--- src/rtl/assert_macros.svh ---
// Assertion macros for the RTL files of the shortest-path block.
`ifndef ASSERT_MACROS_SVH
`define ASSERT_MACROS_SVH

// Checks a property on every rising clock edge, except while reset is asserted.
`define DSP_ASSERT(label, clk_sig, rst_sig, prop, msg) \
    label: assert property (@(posedge clk_sig) disable iff (!rst_sig) prop) \
        else $error(msg);

// Checks that a condition never holds on a rising clock edge outside reset.
`define DSP_ASSERT_NEVER(label, clk_sig, rst_sig, cond, msg) \
    label: assert property (@(posedge clk_sig) disable iff (!rst_sig) !(cond)) \
        else $error(msg);

`endif

--- src/rtl/dsp_pkg.sv ---
// Package with the types, constants and widths of the shortest-path block.
package dsp_pkg;

    // Fixed field widths of the two channels and the configuration register.
    localparam int ROW_BITS        = 5;
    localparam int WEIGHT_IN_BITS  = 16;
    localparam int VERTEX_BITS     = 5;
    localparam int DIST_BITS       = 24;
    localparam int COUNT_CFG_BITS  = 6;

    // Defaults for the top-level parameters.
    localparam int DEF_MAX_VERTICES = 32;
    localparam int DEF_WEIGHT_BITS  = 16;

    // Distance of a vertex that cannot be reached, and the result count limit.
    localparam logic [DIST_BITS-1:0]      UNREACHED    = 24'd10000000;
    localparam int                        RESULT_LIMIT = 32;
    localparam logic [COUNT_CFG_BITS-1:0] COUNT_RESET  = 6'd32;

    // Sequencer states.
    typedef enum logic [3:0] {
        SQ_LOAD,
        SQ_INIT,
        SQ_SCAN,
        SQ_PICK,
        SQ_MARK,
        SQ_RELAX,
        SQ_EMIT_RD,
        SQ_EMIT_LOAD,
        SQ_EMIT_WAIT
    } st_t;

    // Commands from the controller to the datapath.
    typedef struct packed {
        logic adj_wr;
        logic visit_clr;
        logic idx_clr;
        logic idx_inc;
        logic round_clr;
        logic round_inc;
        logic init_wr;
        logic scan_issue;
        logic relax_issue;
        logic best_clr;
        logic mark_visit;
        logic out_load;
    } cmd_t;

    // Status from the datapath to the controller.
    typedef struct packed {
        logic idx_last;
        logic round_last;
        logic single_vertex;
    } status_t;

endpackage

--- src/rtl/dsp_ctrl.sv ---
// Controller state machine that sequences loading, the search rounds and emission.
module dsp_ctrl (
    input  logic             clk,
    input  logic             rst_n,
    input  logic             in_valid,
    input  logic             in_last,
    output logic             in_ready,
    input  logic             out_ready,
    output logic             out_valid,
    input  dsp_pkg::status_t status,
    output dsp_pkg::cmd_t    cmd
);
    import dsp_pkg::*;

    st_t state_reg;
    st_t state_next;

    // State register.
    always_ff @(posedge clk or negedge rst_n)
    begin
        if (!rst_n)
        begin
            state_reg <= SQ_LOAD;
        end
        else
        begin
            state_reg <= state_next;
        end
    end

    // Next-state logic.
    always_comb
    begin
        state_next = state_reg;
        unique case (state_reg)
            SQ_LOAD:
            begin
                if (in_valid && in_last)
                begin
                    state_next = SQ_INIT;
                end
            end
            SQ_INIT:
            begin
                if (status.idx_last)
                begin
                    state_next = status.single_vertex ? SQ_EMIT_RD : SQ_SCAN;
                end
            end
            SQ_SCAN:
            begin
                if (status.idx_last)
                begin
                    state_next = SQ_PICK;
                end
            end
            SQ_PICK:
            begin
                state_next = SQ_MARK;
            end
            SQ_MARK:
            begin
                state_next = SQ_RELAX;
            end
            SQ_RELAX:
            begin
                if (status.idx_last)
                begin
                    state_next = status.round_last ? SQ_EMIT_RD : SQ_SCAN;
                end
            end
            SQ_EMIT_RD:
            begin
                state_next = SQ_EMIT_LOAD;
            end
            SQ_EMIT_LOAD:
            begin
                state_next = SQ_EMIT_WAIT;
            end
            SQ_EMIT_WAIT:
            begin
                if (out_ready)
                begin
                    state_next = status.idx_last ? SQ_LOAD : SQ_EMIT_RD;
                end
            end
            default:
            begin
                state_next = SQ_LOAD;
            end
        endcase
    end

    // Command and handshake outputs.
    always_comb
    begin
        cmd       = '0;
        in_ready  = 1'b0;
        out_valid = 1'b0;
        unique case (state_reg)
            SQ_LOAD:
            begin
                in_ready = 1'b1;
                if (in_valid)
                begin
                    cmd.adj_wr = 1'b1;
                    if (in_last)
                    begin
                        cmd.visit_clr = 1'b1;
                        cmd.idx_clr   = 1'b1;
                    end
                end
            end
            SQ_INIT:
            begin
                cmd.init_wr = 1'b1;
                if (status.idx_last)
                begin
                    cmd.idx_clr   = 1'b1;
                    cmd.round_clr = 1'b1;
                    cmd.best_clr  = 1'b1;
                end
                else
                begin
                    cmd.idx_inc = 1'b1;
                end
            end
            SQ_SCAN:
            begin
                cmd.scan_issue = 1'b1;
                if (status.idx_last)
                begin
                    cmd.idx_clr = 1'b1;
                end
                else
                begin
                    cmd.idx_inc = 1'b1;
                end
            end
            SQ_PICK:
            begin
                cmd = '0;
            end
            SQ_MARK:
            begin
                cmd.mark_visit = 1'b1;
            end
            SQ_RELAX:
            begin
                cmd.relax_issue = 1'b1;
                if (status.idx_last)
                begin
                    cmd.idx_clr   = 1'b1;
                    cmd.round_inc = 1'b1;
                    cmd.best_clr  = 1'b1;
                end
                else
                begin
                    cmd.idx_inc = 1'b1;
                end
            end
            SQ_EMIT_RD:
            begin
                cmd = '0;
            end
            SQ_EMIT_LOAD:
            begin
                cmd.out_load = 1'b1;
            end
            SQ_EMIT_WAIT:
            begin
                out_valid = 1'b1;
                if (out_ready)
                begin
                    if (status.idx_last)
                    begin
                        cmd.idx_clr = 1'b1;
                    end
                    else
                    begin
                        cmd.idx_inc = 1'b1;
                    end
                end
            end
            default:
            begin
                cmd = '0;
            end
        endcase
    end

endmodule

--- config.mk ---
export PLATFORM = sky130hd
export DESIGN_NAME = dsp_ctrl
export DESIGN_NICKNAME = d
export VERILOG_FILES = /design/src/rtl/assert_macros.svh /design/src/rtl/dsp_pkg.sv /design/src/rtl/dsp_ctrl.sv
export SDC_FILE = /design/constraint.sdc
export NUM_CORES = 1
export LEC_CHECK = 0
export ABC_AREA = 0
export BUFFER_PORTS_ARGS = -buffer_cell sky130_fd_sc_hd__buf_2
export CORE_AREA = 2 2 39 41
export CTS_CLUSTER_DIAMETER = 200
export DETAILED_ROUTE_END_ITERATION = 6
export DIE_AREA = 0 0 41 43
export REMOVE_ABC_BUFFERS = 1
export SYNTH_ARGS = -nofsm -noshare
export SYNTH_HDL_FRONTEND = slang
export SYNTH_SLANG_ARGS = --single-unit
--- constraint.sdc ---
create_clock -name clk -period 2.4 [get_ports clk]
set_input_delay 0.72 -clock clk [delete_from_list [all_inputs] [get_ports clk]]
set_output_delay 0.72 -clock clk [all_outputs]
set_load 0.1 [all_outputs]
==> run metrics <==
status=finished with violations; failing checks=setup timing; fin nets=94; Remaining Overflow, GRT=0; starting density of the core=0.296; H-tree Lvls=1; Reg2Reg Depth=5; global-route wire length before repair=2.11 mm; antenna viol nets, final=0; die width=41 µm; Worst slew margin=0.680; CTS Buf Count=3; R2R Setup Slk=0.80 ns; die area=1760 µm²; critical path capture point type=primary output; number of global-route vias before repair=492; post-layout util=0.584; warnings from Yosys=0; RR Endpoint=state_reg[0]$_DFFE_PN0P_; unrepaired setup endpoints after global routing=yes; post-DP HPWL=1.02 mm; final setup violation count=1; core area=1380 µm²; Hold Path Class=in2async; cell area after synthesis=409 µm²; Max Slew Vio Count=0; Synth Flop Type=dfrtp_1; fmax=416 MHz; Max Cap Viol=0; clk_lat worst skew=0.23 ns; DRC=0; Cell variety after synth=28; multi-input logic area=280 µm²; clock sink total=4; post-DR wirelength/cell=13.1 µm; antenna violations before repair=0; synthesized flop and latch total=4; # rows=14; root buffer selected by CTS=clkbuf_4; sequential cell area fraction in the yosys report=0.245; max reg flops=4; synth top area cells=dfrtp_1 (24%), nor3_1 (6.1%), nor4_1 (6.1%); RD Place Congestion=0.853; DRT Wirelength=1.31 mm; vias=556; CTS tree=built; layout cells sized above 1=0.524; Post-synth EDFFs=0; final setup TNS=-0.00329 ns; startpoint class of the critical path=input pin; Final min period=2.40 ns; Mapped Cells=53; GRT Util Overall=0.173; final hold violation count=0; ant diodes=0; final period utilization=1.00; Sequential Area=101 µm²; Crit Path Max Fanout=2; via/cell ratio=5.56; setup slack after layout=-0.00329 ns; drt pass-1 iters=4; fillers=125; Worst Setup EP=cmd[9]; reg2reg start=state_reg[1]$_DFFE_PN0P_; CTS Buffer Depth=2; die height=43 µm; Critical Path Start=out_ready; Slew @ Worst Pin=0.484 ns; largest net degree at the start of global routing=11; clk slew on worst S/H paths=0.04 ns; Clock Skews=0.000390 ns; area delta synth->final=97.6%; First DRT Iteration DRCs=11; top-area cell type share of the netlist area=0.245; boundary pin count=22; critical path class=in2out; IO buf count=21; fraction of registers with async set or reset after synthesis=1.00; Arrival @ worst endpoint=1.68 ns; Syn Area/Cell=7.72 µm²; WP data required=1.68 ns; largest area contributor in the netlist=dfrtp_1
critical path, cell delays in order:
cell,delay (ns)
buf_6,0.07
and3b_1,0.16
a21oi_1,0.04
o32a_1,0.32
o21bai_2,0.17
buf_12,0.20
repair_timing:
| item | CTS | global route |
|---|---|---|
| setup endpoints to repair | 2 | 4 |
| pin swaps | 0 | 1 |
| setup buffers | 0 | 2 |
| hold buffers | 0 | 0 |
| gates resized for setup | 3 | 4 |
cell usage in the layout (no fill, tap or decap), types with 2 or more instances in the layout:
cell type  count
buf_4         12
buf_12        11
buf_2          8
nor3_1         5
o21ai_0        4
clkbuf_4       4
nand2b_1       3
nor2_1         3
inv_1          3
nor4_1         3
dfrtp_1        3
and2_1         2
nand2_1        2
a21oi_1        2
a32o_1         2
final cells by class:
class | instances | share of cell area
timing repair buffer | 33 | 0.457
multi-input combinational | 40 | 0.347
sequential | 4 | 0.125
clock buffer | 3 | 0.0279
tap | 16 | 0.0248
inverter | 4 | 0.0186
kinds of logic after synthesis:
family,share of synthesized area
compound gates,0.272
buf+inv,0.110
flops,0.245
mux,0.0642
simple gates,0.309
per-layer routing:
| layer | track usage | up-vias | wire length [µm] |
|---|---|---|---|
| li1 | - | 257 | - |
| met1 | 0.233 | 263 | 525 |
| met2 | 0.266 | 34 | 653 |
| met3 | 0.0314 | 2 | 116 |
| met4 | 0.0600 | 0 | 12 |
| met5 | 0 | - | 0 |
worst min-delay path by stage:
stage / from / end / slack, ns / depth (start not counted)
after global placement: rst_n / state_reg[3]$_DFFE_PN0P_ / 0.52 / 1
after floorplan: rst_n / state_reg[0]$_DFFE_PN0P_ / 0.42 / 0
final: rst_n / state_reg[0]$_DFFE_PN0P_ / 0.28 / 1
after detailed placement: rst_n / state_reg[0]$_DFFE_PN0P_ / 0.52 / 1
after CTS: rst_n / state_reg[0]$_DFFE_PN0P_ / 0.28 / 1
after global routing: rst_n / state_reg[3]$_DFFE_PN0P_ / 0.29 / 1
per-stage QoR:
stage	instance area, µm²	hold slack (ns)	setup WS, ns	instances
floorplan	379	0.424	-3.82	48
CTS	774	0.285	-0.0404	98
global route	808	0.289	-0.0373	100
global placement	744	0.524	-0.0365	95
detailed placement	744	0.525	-0.105	95
finish	808	0.284	-0.00329	100
Yosys cell counts (2+ instances only):
cell and n:
a32o_1 2, inv_1 3, nand2_1 2, nand2b_1 3, a21oi_1 2, nor3_1 5, and2_1 2, o21ai_0 4
nor4_1 4, nor2_1 4, buf_2 2, dfrtp_1 4
Power is not shown: default switching activity piles up to over one toggle a cycle in this logic, so the estimate is an artifact.
